<file path="src/sv/ppd_pkg.sv">
package ppd_pkg;

    localparam int PPD_QUEUE_DEPTH = 2;

    localparam int CFG_ADDR_W = 2;
    localparam int CFG_DATA_W = 12;

    localparam logic [CFG_ADDR_W-1:0] CFG_WHEEL_MODE = 2'd0;
    localparam logic [CFG_ADDR_W-1:0] CFG_MAX_X      = 2'd1;
    localparam logic [CFG_ADDR_W-1:0] CFG_MAX_Y      = 2'd2;

    localparam logic [1:0] CMD_PS2       = 2'd0;
    localparam logic [1:0] CMD_USB       = 2'd1;
    localparam logic [1:0] CMD_WHEEL_CLR = 2'd2;

    localparam int SYNC_BIT   = 3;
    localparam int X_SIGN_BIT = 4;
    localparam int Y_SIGN_BIT = 5;
    localparam int X_OVF_BIT  = 6;
    localparam int Y_OVF_BIT  = 7;

    localparam logic [11:0] MAX_X_RST    = 12'd1023;
    localparam logic [11:0] MAX_Y_RST    = 12'd767;
    localparam logic [11:0] CURSOR_X_RST = 12'd512;
    localparam logic [11:0] CURSOR_Y_RST = 12'd384;

    typedef enum logic [1:0] {
        OP_REPORT,
        OP_MOVE,
        OP_DROP,
        OP_WHEEL_CLR
    } op_kind_t;

    typedef struct packed {
        op_kind_t           kind;
        logic signed [15:0] dx;
        logic signed [15:0] dy;
        logic [2:0]         buttons;
        logic               has_wheel;
        logic signed [7:0]  wheel;
    } op_t;

    typedef struct packed {
        logic [11:0] max_x;
        logic [11:0] max_y;
    } limits_t;

    typedef struct packed {
        logic [1:0]         cmd;
        logic [7:0]         rx_byte;
        logic signed [15:0] usb_dx;
        logic signed [15:0] usb_dy;
        logic [7:0]         usb_buttons;
    } in_item_t;

    typedef struct packed {
        logic [11:0]        pos_x;
        logic [11:0]        pos_y;
        logic [2:0]         button_state;
        logic signed [15:0] wheel_total;
        logic               packet_applied;
        logic               packet_discarded;
    } out_item_t;

endpackage

</file>
<file path="src/sv/ppd_front.sv">
module ppd_front import ppd_pkg::*;
(
    input  logic     clk,
    input  logic     rst_n,
    input  logic     in_valid,
    output logic     in_stall,
    input  in_item_t in_data,
    input  logic     wheel_mode,
    input  logic     q_full,
    output logic     q_push,
    output op_t      q_op
);

    typedef enum logic [1:0] {
        PH_HEADER,
        PH_X,
        PH_Y,
        PH_WHEEL
    } phase_t;

    phase_t     phase_reg, phase_next;
    logic [7:0] header_reg, header_next;
    logic [7:0] x_reg, x_next;
    logic [7:0] y_reg, y_next;
    logic [7:0] y_sel;
    logic       accept;
    op_kind_t   ps2_kind;

    assign in_stall = q_full;
    assign accept   = in_valid & ~q_full;
    assign q_push   = accept;

    assign y_sel    = (phase_reg == PH_Y) ? in_data.rx_byte : y_reg;
    assign ps2_kind = (header_reg[X_OVF_BIT] | header_reg[Y_OVF_BIT]) ? OP_DROP : OP_MOVE;

    always_comb
    begin
        phase_next  = phase_reg;
        header_next = header_reg;
        x_next      = x_reg;
        y_next      = y_reg;

        q_op.kind      = OP_REPORT;
        q_op.dx        = {{7{header_reg[X_SIGN_BIT]}}, header_reg[X_SIGN_BIT], x_reg};
        q_op.dy        = {{7{header_reg[Y_SIGN_BIT]}}, header_reg[Y_SIGN_BIT], y_sel};
        q_op.buttons   = header_reg[2:0];
        q_op.has_wheel = 1'b0;
        q_op.wheel     = in_data.rx_byte;

        case (in_data.cmd)
            CMD_PS2:
            begin
                case (phase_reg)
                    PH_HEADER:
                    begin
                        if (in_data.rx_byte[SYNC_BIT])
                        begin
                            header_next = in_data.rx_byte;
                            phase_next  = PH_X;
                        end
                    end
                    PH_X:
                    begin
                        x_next     = in_data.rx_byte;
                        phase_next = PH_Y;
                    end
                    PH_Y:
                    begin
                        y_next = in_data.rx_byte;
                        if (wheel_mode)
                        begin
                            phase_next = PH_WHEEL;
                        end
                        else
                        begin
                            phase_next = PH_HEADER;
                            q_op.kind  = ps2_kind;
                        end
                    end
                    PH_WHEEL:
                    begin
                        phase_next     = PH_HEADER;
                        q_op.kind      = ps2_kind;
                        q_op.has_wheel = 1'b1;
                    end
                    default:
                    begin
                        phase_next = PH_HEADER;
                    end
                endcase
            end
            CMD_USB:
            begin
                q_op.kind    = OP_MOVE;
                q_op.dx      = in_data.usb_dx;
                q_op.dy      = in_data.usb_dy;
                q_op.buttons = in_data.usb_buttons[2:0];
            end
            CMD_WHEEL_CLR:
            begin
                q_op.kind = OP_WHEEL_CLR;
            end
            default:
            begin
                q_op.kind = OP_REPORT;
            end
        endcase
    end

    always_ff @(posedge clk or negedge rst_n)
    begin
        if (!rst_n)
        begin
            phase_reg  <= PH_HEADER;
            header_reg <= '0;
            x_reg      <= '0;
            y_reg      <= '0;
        end
        else if (accept)
        begin
            phase_reg  <= phase_next;
            header_reg <= header_next;
            x_reg      <= x_next;
            y_reg      <= y_next;
        end
    end

endmodule

</file>
<file path="src/sv/ppd_fifo.sv">
module ppd_fifo import ppd_pkg::*;
#(
    parameter int DEPTH = PPD_QUEUE_DEPTH
)
(
    input  logic clk,
    input  logic rst_n,
    input  logic push,
    input  op_t  push_op,
    output logic full,
    input  logic pop,
    output logic pop_valid,
    output op_t  pop_op
);

    localparam int PTR_W = $clog2(DEPTH);
    localparam int CNT_W = $clog2(DEPTH + 1);

    op_t              mem [DEPTH];
    logic [PTR_W-1:0] wr_ptr_reg, wr_ptr_next;
    logic [PTR_W-1:0] rd_ptr_reg, rd_ptr_next;
    logic [CNT_W-1:0] count_reg, count_next;

    assign full      = (count_reg == CNT_W'(DEPTH));
    assign pop_valid = (count_reg != '0);
    assign pop_op    = mem[rd_ptr_reg];

    always_comb
    begin
        wr_ptr_next = wr_ptr_reg;
        rd_ptr_next = rd_ptr_reg;
        count_next  = count_reg;
        if (push)
        begin
            wr_ptr_next = (wr_ptr_reg == PTR_W'(DEPTH - 1)) ? '0 : wr_ptr_reg + 1'b1;
        end
        if (pop)
        begin
            rd_ptr_next = (rd_ptr_reg == PTR_W'(DEPTH - 1)) ? '0 : rd_ptr_reg + 1'b1;
        end
        if (push && !pop)
        begin
            count_next = count_reg + 1'b1;
        end
        else if (pop && !push)
        begin
            count_next = count_reg - 1'b1;
        end
    end

    always_ff @(posedge clk)
    begin
        if (push)
        begin
            mem[wr_ptr_reg] <= push_op;
        end
    end

    always_ff @(posedge clk or negedge rst_n)
    begin
        if (!rst_n)
        begin
            wr_ptr_reg <= '0;
            rd_ptr_reg <= '0;
            count_reg  <= '0;
        end
        else
        begin
            wr_ptr_reg <= wr_ptr_next;
            rd_ptr_reg <= rd_ptr_next;
            count_reg  <= count_next;
        end
    end

    a_count_bound: assert property (@(posedge clk) disable iff (!rst_n)
        count_reg <= CNT_W'(DEPTH))
        else $error("queue count beyond depth");

    a_count_inc: assert property (@(posedge clk) disable iff (!rst_n)
        (push && !pop) |=> (count_reg == $past(count_reg) + 1'b1))
        else $error("queue count did not grow on push");

    a_pop_nonempty: assert property (@(posedge clk) disable iff (!rst_n)
        pop |-> (count_reg != '0))
        else $error("pop from empty queue");

endmodule

</file>
<file path="src/sv/ppd_back.sv">
module ppd_back import ppd_pkg::*;
(
    input  logic      clk,
    input  logic      rst_n,
    input  logic      q_valid,
    input  op_t       q_op,
    output logic      q_pop,
    input  limits_t   limits,
    output logic      out_valid,
    input  logic      out_stall,
    output out_item_t out_data
);

    logic [11:0]        cursor_x_reg, cursor_x_next;
    logic [11:0]        cursor_y_reg, cursor_y_next;
    logic [2:0]         buttons_reg, buttons_next;
    logic signed [15:0] wheel_reg, wheel_next;
    logic               out_valid_reg;
    out_item_t          out_data_reg, out_next;

    logic               take;
    logic signed [17:0] sum_x, sum_y;
    logic signed [16:0] wheel_sum;
    logic signed [15:0] wheel_sat;

    function automatic logic [11:0] clamp_to(input logic signed [17:0] v,
                                             input logic [11:0] hi);
        logic [11:0] r;
        if (v < 18'sd0)
        begin
            r = '0;
        end
        else if (v > $signed({6'b0, hi}))
        begin
            r = hi;
        end
        else
        begin
            r = v[11:0];
        end
        return r;
    endfunction

    assign take      = q_valid & (~out_valid_reg | ~out_stall);
    assign q_pop     = take;
    assign out_valid = out_valid_reg;
    assign out_data  = out_data_reg;

    assign sum_x = $signed({6'b0, cursor_x_reg}) + {{2{q_op.dx[15]}}, q_op.dx};
    assign sum_y = $signed({6'b0, cursor_y_reg}) - {{2{q_op.dy[15]}}, q_op.dy};

    assign wheel_sum = {wheel_reg[15], wheel_reg} + {{9{q_op.wheel[7]}}, q_op.wheel};
    assign wheel_sat = (wheel_sum[16] != wheel_sum[15])
                     ? (wheel_sum[16] ? 16'sh8000 : 16'sh7fff)
                     : wheel_sum[15:0];

    always_comb
    begin
        cursor_x_next = cursor_x_reg;
        cursor_y_next = cursor_y_reg;
        buttons_next  = buttons_reg;
        wheel_next    = wheel_reg;
        out_next.packet_applied   = 1'b0;
        out_next.packet_discarded = 1'b0;
        out_next.wheel_total      = wheel_reg;

        case (q_op.kind)
            OP_MOVE:
            begin
                cursor_x_next = clamp_to(sum_x, limits.max_x);
                cursor_y_next = clamp_to(sum_y, limits.max_y);
                buttons_next  = q_op.buttons;
                if (q_op.has_wheel)
                begin
                    wheel_next = wheel_sat;
                end
                out_next.packet_applied = 1'b1;
                out_next.wheel_total    = wheel_next;
            end
            OP_DROP:
            begin
                out_next.packet_discarded = 1'b1;
            end
            OP_WHEEL_CLR:
            begin
                wheel_next = '0;
            end
            default:
            begin
                wheel_next = wheel_reg;
            end
        endcase

        out_next.pos_x        = cursor_x_next;
        out_next.pos_y        = cursor_y_next;
        out_next.button_state = buttons_next;
    end

    always_ff @(posedge clk or negedge rst_n)
    begin
        if (!rst_n)
        begin
            cursor_x_reg  <= CURSOR_X_RST;
            cursor_y_reg  <= CURSOR_Y_RST;
            buttons_reg   <= '0;
            wheel_reg     <= '0;
            out_valid_reg <= 1'b0;
        end
        else
        begin
            if (take)
            begin
                cursor_x_reg  <= cursor_x_next;
                cursor_y_reg  <= cursor_y_next;
                buttons_reg   <= buttons_next;
                wheel_reg     <= wheel_next;
                out_valid_reg <= 1'b1;
            end
            else if (!out_stall)
            begin
                out_valid_reg <= 1'b0;
            end
        end
    end

    always_ff @(posedge clk)
    begin
        if (take)
        begin
            out_data_reg <= out_next;
        end
    end

    a_flags_exclusive: assert property (@(posedge clk) disable iff (!rst_n)
        out_valid_reg |-> !(out_data_reg.packet_applied && out_data_reg.packet_discarded))
        else $error("applied and discarded both set");

    a_wheel_cleared: assert property (@(posedge clk) disable iff (!rst_n)
        (take && q_op.kind == OP_WHEEL_CLR) |=> (wheel_reg == 16'sd0))
        else $error("wheel not cleared");

    a_move_clamped: assert property (@(posedge clk) disable iff (!rst_n)
        (take && q_op.kind == OP_MOVE) |=>
            (out_data_reg.pos_x <= $past(limits.max_x)
             && out_data_reg.pos_y <= $past(limits.max_y)))
        else $error("cursor beyond limits after move");

endmodule

</file>
<file path="src/sv/pointer_packet_decoder_unit.sv">
// channel  dir  handshake             payload
// in       in   in_valid / in_stall   in_data   (in_item_t)
// out      out  out_valid / out_stall out_data  (out_item_t)
// cfg      in   cfg_we                cfg_index, cfg_data
//
// One transaction per cycle while the queue is not full; a result is registered in the
// queue entry, then in the back output register.
// The back update of cursor and wheel is a combinational add and clamp.
// Reset clears framing, buttons and wheel; cursor to (512, 384), limits to (1023, 767).
// A stalled output fills the queue; in_stall rises only when it is full.
module pointer_packet_decoder_unit import ppd_pkg::*;
#(
    parameter int QUEUE_DEPTH = PPD_QUEUE_DEPTH
)
(
    input  logic                  clk,
    input  logic                  rst_n,
    input  logic                  in_valid,
    output logic                  in_stall,
    input  in_item_t              in_data,
    output logic                  out_valid,
    input  logic                  out_stall,
    output out_item_t             out_data,
    input  logic                  cfg_we,
    input  logic [CFG_ADDR_W-1:0] cfg_index,
    input  logic [CFG_DATA_W-1:0] cfg_data
);

    logic    wheel_mode_reg;
    limits_t limits_reg;

    logic q_full;
    logic q_push;
    op_t  q_push_op;
    logic q_pop;
    logic q_valid;
    op_t  q_pop_op;

    always_ff @(posedge clk or negedge rst_n)
    begin
        if (!rst_n)
        begin
            wheel_mode_reg   <= 1'b0;
            limits_reg.max_x <= MAX_X_RST;
            limits_reg.max_y <= MAX_Y_RST;
        end
        else if (cfg_we)
        begin
            case (cfg_index)
                CFG_WHEEL_MODE: wheel_mode_reg   <= cfg_data[0];
                CFG_MAX_X:      limits_reg.max_x <= cfg_data[11:0];
                CFG_MAX_Y:      limits_reg.max_y <= cfg_data[11:0];
                default:        wheel_mode_reg   <= wheel_mode_reg;
            endcase
        end
    end

    ppd_front u_front (
        .clk        (clk),
        .rst_n      (rst_n),
        .in_valid   (in_valid),
        .in_stall   (in_stall),
        .in_data    (in_data),
        .wheel_mode (wheel_mode_reg),
        .q_full     (q_full),
        .q_push     (q_push),
        .q_op       (q_push_op)
    );

    ppd_fifo #(
        .DEPTH (QUEUE_DEPTH)
    ) u_fifo (
        .clk       (clk),
        .rst_n     (rst_n),
        .push      (q_push),
        .push_op   (q_push_op),
        .full      (q_full),
        .pop       (q_pop),
        .pop_valid (q_valid),
        .pop_op    (q_pop_op)
    );

    ppd_back u_back (
        .clk       (clk),
        .rst_n     (rst_n),
        .q_valid   (q_valid),
        .q_op      (q_pop_op),
        .q_pop     (q_pop),
        .limits    (limits_reg),
        .out_valid (out_valid),
        .out_stall (out_stall),
        .out_data  (out_data)
    );

endmodule

</file>
<file path="config.mk">
export PLATFORM = sky130hd
export DESIGN_NAME = pointer_packet_decoder_unit
export DESIGN_NICKNAME = d
export VERILOG_FILES = /design/src/sv/ppd_pkg.sv /design/src/sv/ppd_front.sv /design/src/sv/ppd_fifo.sv /design/src/sv/ppd_back.sv /design/src/sv/pointer_packet_decoder_unit.sv
export SDC_FILE = /design/constraint.sdc
export NUM_CORES = 1
export LEC_CHECK = 0
export ABC_CLOCK_PERIOD_IN_PS = 9370
export BUFFER_PORTS_ARGS = -buffer_cell sky130_fd_sc_hd__buf_2
export CORE_MARGIN = 5
export CORE_UTILIZATION = 57
export DETAILED_ROUTE_END_ITERATION = 8
export GPL_TIMING_DRIVEN = 0
export PLACE_DENSITY = 0.77
export SKIP_LAST_GASP = 1
export SYNTH_ARGS = -nofsm -noshare
export SYNTH_HDL_FRONTEND = slang
export SYNTH_SLANG_ARGS = --single-unit
</file>
<file path="constraint.sdc">
create_clock -name clk -period 9.37 [get_ports clk]
set_input_delay 0.4685 -clock clk [delete_from_list [all_inputs] [get_ports clk]]
set_output_delay 0.4685 -clock clk [all_outputs]
set_load 0.01 [all_outputs]
</file>
==> impl_metrics.sql, run 1 <==
INSERT INTO impl_metrics (metric_group, metric, value, unit) VALUES
('outcome', 'status', 'finished clean', ''),
('clock_tree', 'cts.clk_slew.worst_paths', '0.06', 'ns'),
('cells_and_area', 'syn_to_final_growth', '15.00', '%'),
('synth', 'syn_area', '12400', 'um^2'),
('cells_and_area', 'fillerInstances', '1640', ''),
('clock_tree', 'cts_setup_buffers', '0', ''),
('global_routing', 'first_global_vias', '8432', ''),
('power', 'clock_power_share', '18.0', '%'),
('synth', 'asyncSetResetFlopFracSynth', '41.70', '%'),
('cells_and_area', 'drive_above_1_share', '22.53', '%'),
('timing', 'clock_skew', '0.009286', 'ns'),
('placed_design', 'final_gp_congestion', '0.9173', ''),
('timing', 'final-setup-viol-count', '0', ''),
('cells_and_area', 'register_area', '6594', 'um^2'),
('floorplan', 'fp-row-count', '54', ''),
('timing', 'hold_slack', '0.2001', 'ns'),
('cells_and_area', 'diodes', '0', ''),
('clock_tree', 'cts_made_buffers', '26', ''),
('global_routing', 'grt_antenna_before_repair', '0', ''),
('detailed_routing', 'num_vias', '8821', ''),
('clock_tree', 'post_cts.resized_instances', '0', ''),
('clock_tree', 'cts_root_buffer', 'sky130_fd_sc_hd__clkbuf_16', ''),
('global_routing', 'grt_max_degree', '63', ''),
('floorplan', 'initial_core_util', '57.35', '%'),
('critical_path', 'critPathKind', 'register to register', ''),
('worst_hold_path', 'hold_path_depth', '3', ''),
('synth', 'ys_warn_count', '0', ''),
('clock_tree', 'h-tree-depth', '1', ''),
('cells_and_area', 'nets_final', '1355', ''),
('floorplan', 'dieArea', '24800', 'um^2'),
('synth', 'synth_seq_cells', '235', ''),
('timing', 'worst-slew-pin-transition', '0.8267', 'ns'),
('timing', 'final_max_slew_viol_count', '0', ''),
('clock_tree', 'maximum_buffer_depth_of_the_clock_tree', '3', ''),
('power', 'power_report.internal_total', '3311', 'uW'),
('detailed_routing', 'drtAntennaViolNets', '0', ''),
('detailed_routing', 'routed_wirelength', '28960', 'um'),
('cells_and_area', 'largest_reg_flops', '92', ''),
('detailed_routing', 'remaining_drc_errors', '0', ''),
('timing', 'total_negative_setup_slack', '0', 'ns'),
('cells_and_area', 'multi_input_comb_area', '5451', 'um^2'),
('detailed_routing', 'detailedRoute.firstPassIterationCount', '5', ''),
('power', 'power_switching', '2223', 'uW'),
('floorplan', 'core-area', '21620', 'um^2'),
('critical_path', 'worst_ep_required_time', '9.59', 'ns'),
('cells_and_area', 'design_area_final', '14260', 'um^2'),
('global_routing', 'grt.overflow.total', '0', ''),
('clock_tree', 'cts_tree', 'yes', ''),
('timing', 'min_period', '6.717', 'ns'),
('run', 'cap_viol_max_count', '0', ''),
('clock_tree', 'clk-insertion-delay-late', '0.52', 'ns'),
('placed_design', 'port_buffers', '110', ''),
('synth', 'netlist-cell-type-count', '71', ''),
('timing', 'timing_hold_violations_final', '0', ''),
('timing', 'maxClockFrequency', '148.9', 'MHz'),
('synth', 'synth_nets', '1212', ''),
('timing', 'fin_crit_sh', '71.69', '%'),
('clock_tree', 'cts_sinks', '235', ''),
('detailed_routing', 'wl_per_cell', '19.12', 'um'),
('detailed_routing', 'drt-initial-drc-count', '709', ''),
('timing', 'relSlewSlack', '44.77', '%'),
('critical_path', 'timing.critical_path.from_type', 'register', ''),
('global_routing', 'first_pass_grt_wire_length', '44660', 'um'),
('critical_path', 'critPathCaptureType', 'register', ''),
('synth', 'synth-edff-count', '137', ''),
('critical_path', 'worst_ep_arrival_time', '6.93', 'ns'),
('timing', 'rsz0062_at_grt', 'no', ''),
('power', 'static-leakage-power', '0.006253', 'uW'),
('cells_and_area', 'final_core_utilization', '65.95', '%'),
('power', 'combinationalPowerShare', '50.0', '%'),
('power', 'pwr_density_cell', '388.1', 'nW/um^2');
## worst max-delay path, cell delays in order, from the launching register on
cell                       delay, ns
sky130_fd_sc_hd__dfrtp_1        0.34
sky130_fd_sc_hd__buf_6          0.14
sky130_fd_sc_hd__clkbuf_1       0.41
sky130_fd_sc_hd__clkbuf_1       0.56
sky130_fd_sc_hd__buf_1          0.56
sky130_fd_sc_hd__mux2i_1        0.39
sky130_fd_sc_hd__inv_1          0.08
sky130_fd_sc_hd__ha_1           0.29
sky130_fd_sc_hd__a211oi_1       0.28
sky130_fd_sc_hd__nor2_1         0.11
sky130_fd_sc_hd__o41ai_1        0.62
sky130_fd_sc_hd__o21ai_0        0.24
sky130_fd_sc_hd__xor2_1         0.26
sky130_fd_sc_hd__ha_1           0.31
sky130_fd_sc_hd__a211oi_1       0.24
sky130_fd_sc_hd__o311ai_0       0.17
sky130_fd_sc_hd__o21ai_0        0.46
sky130_fd_sc_hd__o311ai_4       0.24
sky130_fd_sc_hd__buf_6          0.21
sky130_fd_sc_hd__mux2i_1        0.28
sky130_fd_sc_hd__o21ai_0        0.20
## path summary, 6_finish.rpt
check                                         end                    from  slack (ns)
min reg2reg                u_back.cursor_y_reg[8]  u_back.cursor_y_reg[8]        0.48
min in group asynchronous       u_fifo.wr_ptr_reg                   rst_n        0.47
min                              u_back.out_valid               out_stall        0.20
max reg2reg                   u_back.out_data[35]       u_fifo.rd_ptr_reg        2.65
max                           u_back.out_data[35]       u_fifo.rd_ptr_reg        2.65
max in group asynchronous           limits_reg[9]                   rst_n        8.15
## power by group through the flow
stage / logic, uW / registers, uW / clock network, uW
finish: 2770 / 1770 / 998
detailed placement: 2720 / 1780 / 0
global placement: 2610 / 1780 / 0
CTS: 2750 / 1770 / 1010
floorplan: 1940 / 1790 / 0
global route: 3060 / 1800 / 1060
## per-stage QoR
step	setup WS (ns)	std cells
final	2.653	1514
after detailed placement	2.825	1465
after floorplan	4.110	1071
after CTS	2.770	1514
after global routing	2.316	1514
after global placement	2.847	1461
## cell usage in the layout, fill, tap and decap left out, drive strengths merged, types with 7 or more instances in the layout
cell type | synthesis | layout
o21a | 7 | 7
ha | 69 | 69
xnor2 | 25 | 25
nor2 | 44 | 44
nand2 | 146 | 146
xor2 | 9 | 9
buf | 10 | 124
and3 | 11 | 11
clkinv | 0 | 10
a21o | 16 | 16
o21ai | 83 | 83
mux2 | 85 | 85
nand2b | 12 | 12
nand3 | 12 | 12
o22ai | 7 | 7
clkbuf | 29 | 63
a21oi | 45 | 45
edfxtp | 137 | 137
o31ai | 24 | 24
mux2i | 54 | 54
dfrtp | 76 | 76
inv | 51 | 52
dfstp | 22 | 22
## cells by family (layout without fill, tap and decap cells)
group	Yosys count	count (layout)	share of synthesized area [%]
AOI/OAI and AO/OA	239	239	12.40
xor gates and xnor gates	34	34	2.402
adders and majority gates	72	72	7.447
buffers and inverters	90	253	2.926
DFF	235	235	53.18
muxes	139	139	12.08
and+or+nand+nor	262	262	9.566
## routing by layer
metal / up-vias / share of wire, % / global-route usage, %
met2: 293 / 45 / 35.09
met3: 60 / 6.3 / 3.217
met4: 0 / 2.8 / 6.391
met1: 4261 / 46 / 34.72
li1: 4207 / - / -
met5: - / 0 / 0
## cell usage after synthesis, drive strengths merged, types with 16 or more instances
library cell / count / area [um^2]
edfxtp: 137 / 4114
ha: 69 / 863.3
dfrtp: 76 / 1902
nor2: 44 / 165.2
a21oi: 45 / 225.2
xnor2: 25 / 219.0
clkbuf: 29 / 108.9
dfstp: 22 / 578.1
nand2: 146 / 550.5
o21ai: 83 / 415.4
inv: 51 / 191.4
mux2: 85 / 957.2
mux2i: 54 / 540.5
o31ai: 24 / 180.2
a21o: 16 / 120.1
## layout make-up
type	instances	share of cell area, %
plain buffers	39	1.202
flip-flops and latches	235	46.24
repair buffers	115	4.615
clock buffers	34	5.063
multi-input cells	746	38.23
clock inverters	14	0.8511
well taps	280	2.457
inverters	51	1.342
(Power assumes the default switching activity.)
==> run 2, diff against run 1 <==
--- a/config.mk
+++ b/config.mk
@@ -5,10 +5,10 @@
 export SDC_FILE = /design/constraint.sdc
 export NUM_CORES = 1
 export LEC_CHECK = 0
-export ABC_CLOCK_PERIOD_IN_PS = 9370
+export ABC_CLOCK_PERIOD_IN_PS = 6000
 export BUFFER_PORTS_ARGS = -buffer_cell sky130_fd_sc_hd__buf_2
 export CORE_MARGIN = 5
-export CORE_UTILIZATION = 57
+export CORE_UTILIZATION = 54
 export DETAILED_ROUTE_END_ITERATION = 8
 export GPL_TIMING_DRIVEN = 0
 export PLACE_DENSITY = 0.77
==> constraint.sdc (replaced) <==
create_clock -name clk -period 6 [get_ports clk]
set_input_delay 0.3 -clock clk [delete_from_list [all_inputs] [get_ports clk]]
set_output_delay 0.3 -clock clk [all_outputs]
set_load 0.01 [all_outputs]
==> impl_metrics.sql, run 2 (synthesis results as in run 1) <==
INSERT INTO impl_metrics (metric_group, metric, value, unit) VALUES
('cells_and_area', 'register_area', '6594', 'um^2'),
('critical_path', 'critPathKind', 'register to register', ''),
('floorplan', 'core-area', '22640', 'um^2'),
('detailed_routing', 'remaining_drc_errors', '0', ''),
('detailed_routing', 'via_per_inst', '5.945', ''),
('floorplan', 'dieArea', '26090', 'um^2'),
('detailed_routing', 'drtAntennaViolNets', '0', ''),
('detailed_routing', 'num_vias', '9013', ''),
('global_routing', 'first_global_vias', '8989', ''),
('cells_and_area', 'design_area_final', '14220', 'um^2'),
('cells_and_area', 'nets_final', '1354', ''),
('floorplan', 'fp.dieH', '161.5', 'um'),
('timing', 'rsz0062_at_grt', 'no', ''),
('cells_and_area', 'mostFrequentLayoutCells', 'sky130_fd_sc_hd__nand2_1, sky130_fd_sc_hd__edfxtp_1, sky130_fd_sc_hd__buf_2', ''),
('placed_design', 'dp.final_hpwl', '21540', 'um'),
('floorplan', 'die-width', '161.5', 'um'),
('detailed_routing', 'detailedRoute.firstPassIterationCount', '5', ''),
('timing', 'final-setup-viol-count', '0', ''),
('global_routing', 'grt_max_degree', '67', ''),
('cells_and_area', 'multi_input_comb_area', '5459', 'um^2'),
('detailed_routing', 'routed_wirelength', '29630', 'um'),
('critical_path', 'worst_ep_arrival_time', '5.92', 'ns'),
('cells_and_area', 'final_core_utilization', '62.83', '%'),
('critical_path', 'timing.critical_path.from_type', 'register', ''),
('cells_and_area', 'largest_reg_flops', '92', ''),
('global_routing', 'grt_antenna_before_repair', '0', ''),
('detailed_routing', 'drt-initial-drc-count', '662', ''),
('timing', 'maxClockFrequency', '176.0', 'MHz'),
('timing', 'relSlewSlack', '32.87', '%'),
('timing', 'clock_skew', '0.01472', 'ns'),
('worst_hold_path', 'hp-class', 'input pin to register', ''),
('clock_tree', 'cts_made_buffers', '25', ''),
('placed_design', 'placed_cells_incl_taps', '1470', ''),
('cells_and_area', 'syn_to_final_growth', '14.72', '%'),
('clock_tree', 'maximum_buffer_depth_of_the_clock_tree', '3', ''),
('outcome', 'status', 'finished clean', ''),
('cells_and_area', 'fillerInstances', '1702', ''),
('global_routing', 'grt.overflow.total', '0', ''),
('cells_and_area', 'drive_above_1_share', '22.66', '%'),
('placed_design', 'port_buffers', '110', ''),
('critical_path', 'worst_ep_required_time', '6.23', 'ns'),
('timing', 'min_period', '5.682', 'ns'),
('critical_path', 'critPathCaptureType', 'register', ''),
('placed_design', 'placedInstanceArea', '13410', 'um^2'),
('floorplan', 'floorplan.io_pins', '116', ''),
('timing', 'worst-slew-pin-transition', '1.004', 'ns'),
('clock_tree', 'cts_root_buffer', 'sky130_fd_sc_hd__clkbuf_16', ''),
('global_routing', 'first_pass_grt_wire_length', '46720', 'um'),
('clock_tree', 'clk-insertion-delay-late', '0.53', 'ns'),
('timing', 'fin_crit_sh', '94.70', '%'),
('power', 'static-leakage-power', '0.006229', 'uW'),
('clock_tree', 'h-tree-depth', '1', ''),
('global_routing', 'global_route.usage.total', '22.41', '%'),
('timing', 'final_max_slew_viol_count', '0', ''),
('timing', 'hold_slack', '0.03505', 'ns'),
('power', 'ir_worst_vdd', '242.3', 'uV'),
('clock_tree', 'cts.clk_slew.worst_paths', '0.06', 'ns'),
('critical_path', 'cp_max_fo', '19', ''),
('detailed_routing', 'wl_per_cell', '19.54', 'um'),
('cells_and_area', 'final_common_cell', 'sky130_fd_sc_hd__nand2_1', ''),
('run', 'cap_viol_max_count', '0', ''),
('clock_tree', 'cts_tree', 'yes', ''),
('cells_and_area', 'instances_no_fill', '1516', ''),
('placed_design', 'final_gp_congestion', '0.8991', ''),
('floorplan', 'fp-row-count', '55', ''),
('cells_and_area', 'diodes', '0', ''),
('clock_tree', 'cts_sinks', '235', ''),
('timing', 'timing_hold_violations_final', '0', ''),
('floorplan', 'initial_core_util', '54.77', '%'),
('power', 'pwr_density_cell', '600.6', 'nW/um^2');
run 2: cell types whose count changed in the layout (fill, tap and decap cells not counted), moves of 2 or more:
| cell | change |
|---|---|
| sky130_fd_sc_hd__clkinv_2 | -4 |
| sky130_fd_sc_hd__buf_1 | -2 |
| sky130_fd_sc_hd__clkinvlp_4 | +2 |
| sky130_fd_sc_hd__buf_2 | +2 |
run 2: through the flow:
step                power (uW)  setup TNS, ns  worst slack [ns]
CTS                       8543              0            0.3260
global route              9155              0          0.003478
finish                    8543              0            0.3177
detailed placement        7009         -17.77           -0.6311
global placement          6848         -13.82           -0.6182
floorplan                 5835              0            0.7401
run 2: final timing paths:
path                       slack [ns]                   to  cells past startpoint         startpoint
max                              0.32  u_back.out_data[21]                     23  u_fifo.rd_ptr_reg
min                              0.04       limits_reg[13]                      2        cfg_data[1]
max reg2reg                      0.32  u_back.out_data[21]                     23  u_fifo.rd_ptr_reg
min reg2reg                      0.49     u_back.out_valid                      2   u_back.out_valid
max in group asynchronous        4.95       limits_reg[18]                      3              rst_n
min in group asynchronous        0.27  u_fifo.count_reg[1]                      2              rst_n
run 2: per-layer routing:
| layer | GRT usage [%] | routed length, um | vias up |
|---|---|---|---|
| li1 | - | - | 4225 |
| met1 | 31.85 | 12760 | 4369 |
| met2 | 35.38 | 13480 | 359 |
| met3 | 3.572 | 2486 | 60 |
| met4 | 7.639 | 899 | 0 |
| met5 | 0 | 0 | - |
run 2: area by class of cell:
| cell class | instances | share of cell area (%) |
|---|---|---|
| Multi-Input combinational cell | 746 | 38.38 |
| Sequential cell | 235 | 46.35 |
| Tap cell | 285 | 2.507 |
| Clock inverter | 11 | 0.6421 |
| Buffer | 38 | 1.205 |
| Timing Repair Buffer | 116 | 4.644 |
| Inverter | 51 | 1.346 |
| Clock buffer | 34 | 4.926 |
run 2: worst max-delay path: stages, from the launching register on:
cell	delay [ns]
sky130_fd_sc_hd__dfrtp_1	0.34
sky130_fd_sc_hd__buf_6	0.20
sky130_fd_sc_hd__clkbuf_2	0.33
sky130_fd_sc_hd__buf_2	0.36
sky130_fd_sc_hd__mux2i_1	0.40
sky130_fd_sc_hd__inv_1	0.11
sky130_fd_sc_hd__fa_1	0.44
sky130_fd_sc_hd__nand2b_1	0.19
sky130_fd_sc_hd__a21oi_1	0.24
sky130_fd_sc_hd__or3_1	0.15
sky130_fd_sc_hd__a21oi_1	0.08
sky130_fd_sc_hd__o21ai_0	0.20
sky130_fd_sc_hd__xnor2_1	0.12
sky130_fd_sc_hd__ha_1	0.20
sky130_fd_sc_hd__a211o_1	0.29
sky130_fd_sc_hd__a21oi_1	0.11
sky130_fd_sc_hd__o21ai_0	0.09
sky130_fd_sc_hd__a21oi_1	0.18
sky130_fd_sc_hd__o211ai_1	0.12
sky130_fd_sc_hd__or4_1	0.48
sky130_fd_sc_hd__buf_2	0.16
sky130_fd_sc_hd__buf_6	0.16
sky130_fd_sc_hd__mux2i_1	0.27
sky130_fd_sc_hd__o22ai_1	0.16
run 2: what timing repair did:
item / in CTS / in global routing
setup buffers: 0 / 0
gates resized for setup: 4 / 0
hold buffers: 2 / 0
setup endpoints to repair: 48 / 0
endpoints found under the hold margin: 33 / 0
run 2: power by group:
group | switching [uW] | internal [uW] | leakage, uW
Combinational | 2550 | 1750 | 0.00333
Clock | 623 | 861 | 0.000378
Sequential | 276 | 2480 | 0.00252
==> run 3, diff against run 2 <==
--- a/config.mk
+++ b/config.mk
@@ -12,6 +12,7 @@
 export DETAILED_ROUTE_END_ITERATION = 8
 export GPL_TIMING_DRIVEN = 0
 export PLACE_DENSITY = 0.77
+export RECOVER_POWER = 100
 export SKIP_LAST_GASP = 1
 export SYNTH_ARGS = -nofsm -noshare
 export SYNTH_HDL_FRONTEND = slang
==> impl_metrics.sql, run 3 (synthesis results as in run 1) <==
INSERT INTO impl_metrics (metric_group, metric, value, unit) VALUES
('timing', 'rsz0062_at_grt', 'no', ''),
('timing', 'final_critical_path_setup_slack', '0.3283', 'ns'),
('floorplan', 'fp-row-count', '55', ''),
('clock_tree', 'h-tree-depth', '1', ''),
('power', 'static-leakage-power', '0.006018', 'uW'),
('placed_design', 'port_buffers', '110', ''),
('outcome', 'status', 'finished with violations', ''),
('timing', 'final-setup-viol-count', '0', ''),
('detailed_routing', 'remaining_drc_errors', '0', ''),
('power', 'ir_worst_vdd', '240.9', 'uV'),
('timing', 'relSlewSlack', '-111.8', '%'),
('power', 'power.share.switching', '40.58', '%'),
('cells_and_area', 'diodes', '0', ''),
('cells_and_area', 'design_area_final', '14040', 'um^2'),
('placed_design', 'dp_slack', '-0.6311', 'ns'),
('floorplan', 'floorplan.io_pins', '116', ''),
('power', 'power_report.internal_total', '5011', 'uW'),
('critical_path', 'timing.rr.start', 'u_fifo.rd_ptr_reg', ''),
('cells_and_area', 'nets_final', '1354', ''),
('power', 'power_switching', '3422', 'uW'),
('floorplan', 'die-width', '161.5', 'um'),
('timing', 'maxClockFrequency', '176.3', 'MHz'),
('power', 'clock_power_share', '17.6', '%'),
('power', 'pwr_density_cell', '600.5', 'nW/um^2'),
('detailed_routing', 'via_per_inst', '5.918', ''),
('cells_and_area', 'largest_reg_flops', '92', ''),
('placed_design', 'dp.final_hpwl', '21540', 'um'),
('global_routing', 'first_pass_grt_wire_length', '46720', 'um'),
('placed_design', 'placedInstanceArea', '13410', 'um^2'),
('clock_tree', 'cts_root_buffer', 'sky130_fd_sc_hd__clkbuf_16', ''),
('cells_and_area', 'syn_to_final_growth', '13.26', '%'),
('worst_hold_path', 'hold_start', 'cfg_data[1]', ''),
('global_routing', 'first_global_vias', '8989', ''),
('critical_path', 'critPathCaptureType', 'register', ''),
('power', 'design_power_total', '8432', 'uW'),
('detailed_routing', 'detailedRoute.firstPassIterationCount', '5', ''),
('cells_and_area', 'drive_above_1_share', '15.52', '%'),
('timing', 'total_negative_setup_slack', '0', 'ns'),
('cells_and_area', 'final_common_cell', 'sky130_fd_sc_hd__nand2_1', ''),
('floorplan', 'fp.dieH', '161.5', 'um'),
('detailed_routing', 'drtAntennaViolNets', '0', ''),
('cells_and_area', 'final_core_utilization', '62.03', '%'),
('floorplan', 'core-area', '22640', 'um^2'),
('global_routing', 'grt_antenna_before_repair', '0', ''),
('clock_tree', 'maximum_buffer_depth_of_the_clock_tree', '3', ''),
('clock_tree', 'cts_tree', 'yes', ''),
('critical_path', 'timing.critical_path.from_type', 'register', ''),
('critical_path', 'critPathKind', 'register to register', ''),
('timing', 'final_max_slew_viol_count', '208', ''),
('outcome', 'violated_checks', 'max-capacitance violations, max-slew violations', ''),
('critical_path', 'worst_ep_arrival_time', '5.91', 'ns'),
('detailed_routing', 'wl_per_cell', '19.60', 'um'),
('detailed_routing', 'drt-initial-drc-count', '685', ''),
('global_routing', 'grt.overflow.total', '0', ''),
('timing', 'fin_crit_sh', '94.53', '%'),
('cells_and_area', 'mostFrequentLayoutCells', 'sky130_fd_sc_hd__nand2_1, sky130_fd_sc_hd__edfxtp_1, sky130_fd_sc_hd__clkbuf_1', ''),
('clock_tree', 'clk-insertion-delay-late', '0.53', 'ns'),
('critical_path', 'cp_max_fo', '19', ''),
('global_routing', 'grt_max_degree', '67', ''),
('timing', 'min_period', '5.672', 'ns'),
('clock_tree', 'cts.clk_slew.worst_paths', '0.06', 'ns'),
('detailed_routing', 'num_vias', '8971', ''),
('clock_tree', 'cts_sinks', '235', ''),
('placed_design', 'final_gp_congestion', '0.8991', ''),
('run', 'cap_viol_max_count', '7', ''),
('timing', 'clock_skew', '0.01853', 'ns'),
('timing', 'worst-slew-pin-transition', '3.177', 'ns'),
('critical_path', 'timing.critical_path.from', 'u_fifo.rd_ptr_reg', ''),
('floorplan', 'dieArea', '26090', 'um^2'),
('power', 'combinationalPowerShare', '49.5', '%'),
('worst_hold_path', 'hp-class', 'input pin to register', ''),
('power', 'power.share.sequential', '32.9', '%'),
('critical_path', 'worst_ep_required_time', '6.24', 'ns'),
('floorplan', 'initial_core_util', '54.77', '%'),
('detailed_routing', 'routed_wirelength', '29720', 'um'),
('clock_tree', 'cts_made_buffers', '25', ''),
('global_routing', 'global_route.usage.total', '22.41', '%'),
('timing', 'timing_hold_violations_final', '0', '');
==> run 3: cell count changes in the layout (fill, tap and decap cells not counted), moves of 15 or more <==
| cell | previous run | this run |
|---|---|---|
| sky130_fd_sc_hd__clkbuf_1 | 33 | 99 |
| sky130_fd_sc_hd__o21ai_1 | 19 | 2 |
| sky130_fd_sc_hd__buf_2 | 113 | 54 |
| sky130_fd_sc_hd__mux2_2 | 85 | 70 |
| sky130_fd_sc_hd__mux2_1 | 0 | 15 |
| sky130_fd_sc_hd__o21ai_0 | 64 | 81 |
==> run 3: layout make-up <==
cell class,instances,area (um^2)
flip-flops and latches,235,6594
multi-input cells,746,5421
repair buffers,116,518.0
clock buffers,34,700.7
clock inverters,11,91.34
inverters,51,191.4
fillers,1743,8597
plain buffers,38,170.2
well taps,285,356.6
==> run 3: repair_timing <==
action	in CTS	in global routing
setup endpoints to repair	48	0
hold endpoints to repair	33	0
hold buffers	2	0
setup buffers	0	0
resized for setup	4	0
==> run 3: power by group through the flow <==
stage	Clock, uW	Combinational (uW)	Sequential (uW)
2_1_floorplan	0	3030	2800
3_3_place_gp	0	4080	2770
3_5_place_dp	0	4230	2780
4_1_cts	1520	4270	2760
5_1_grt	1580	4630	2830
6_report	1480	4170	2770
==> run 3: routing by layer <==
layer,GRT usage [%],part of all wire [%],vias up,wire length [um]
li1,-,-,4215,-
met1,31.85,43,4352,12760
met2,35.38,46,345,13680
met3,3.572,8.0,59,2364
met4,7.639,3.1,0,911
met5,0,0,-,0
==> run 3: path summary, 6_finish.rpt <==
kind	to	slack [ns]	cells past startpoint
worst max-delay path	u_back.out_data[21]	0.33	23
max in group asynchronous	u_back.cursor_x_reg[7]	1.08	3
worst min-delay path	limits_reg[13]	0.03	2
worst min register to register	u_fifo.wr_ptr_reg	0.48	1
worst max register to register	u_back.out_data[21]	0.33	23
min in group asynchronous	u_fifo.count_reg[1]	0.80	2
==> run 3: worst max-delay path: stages (launching register included) <==
cell and delay [ns]:
sky130_fd_sc_hd__dfrtp_1 0.34, sky130_fd_sc_hd__buf_6 0.20, sky130_fd_sc_hd__clkbuf_2 0.33, sky130_fd_sc_hd__buf_2 0.36, sky130_fd_sc_hd__mux2i_1 0.37, sky130_fd_sc_hd__inv_1 0.11, sky130_fd_sc_hd__fa_1 0.44, sky130_fd_sc_hd__nand2b_1 0.19
sky130_fd_sc_hd__a21oi_1 0.24, sky130_fd_sc_hd__or3_1 0.15, sky130_fd_sc_hd__a21oi_1 0.08, sky130_fd_sc_hd__o21ai_0 0.20, sky130_fd_sc_hd__xnor2_1 0.12, sky130_fd_sc_hd__ha_1 0.20, sky130_fd_sc_hd__a211o_1 0.29, sky130_fd_sc_hd__a21oi_1 0.11
sky130_fd_sc_hd__o21ai_0 0.09, sky130_fd_sc_hd__a21oi_1 0.18, sky130_fd_sc_hd__o211ai_1 0.12, sky130_fd_sc_hd__or4_1 0.48, sky130_fd_sc_hd__buf_2 0.17, sky130_fd_sc_hd__buf_6 0.16, sky130_fd_sc_hd__mux2i_1 0.27, sky130_fd_sc_hd__o22ai_1 0.16
==> run 3: through the flow <==
step / instances / hold slack, ns
floorplan: 1071 / 0.004409
CTS: 1516 / 0.008804
detailed placement: 1470 / 0.2869
global placement: 1466 / 0.4646
global route: 1516 / 0.02522
finish: 1516 / 0.03278
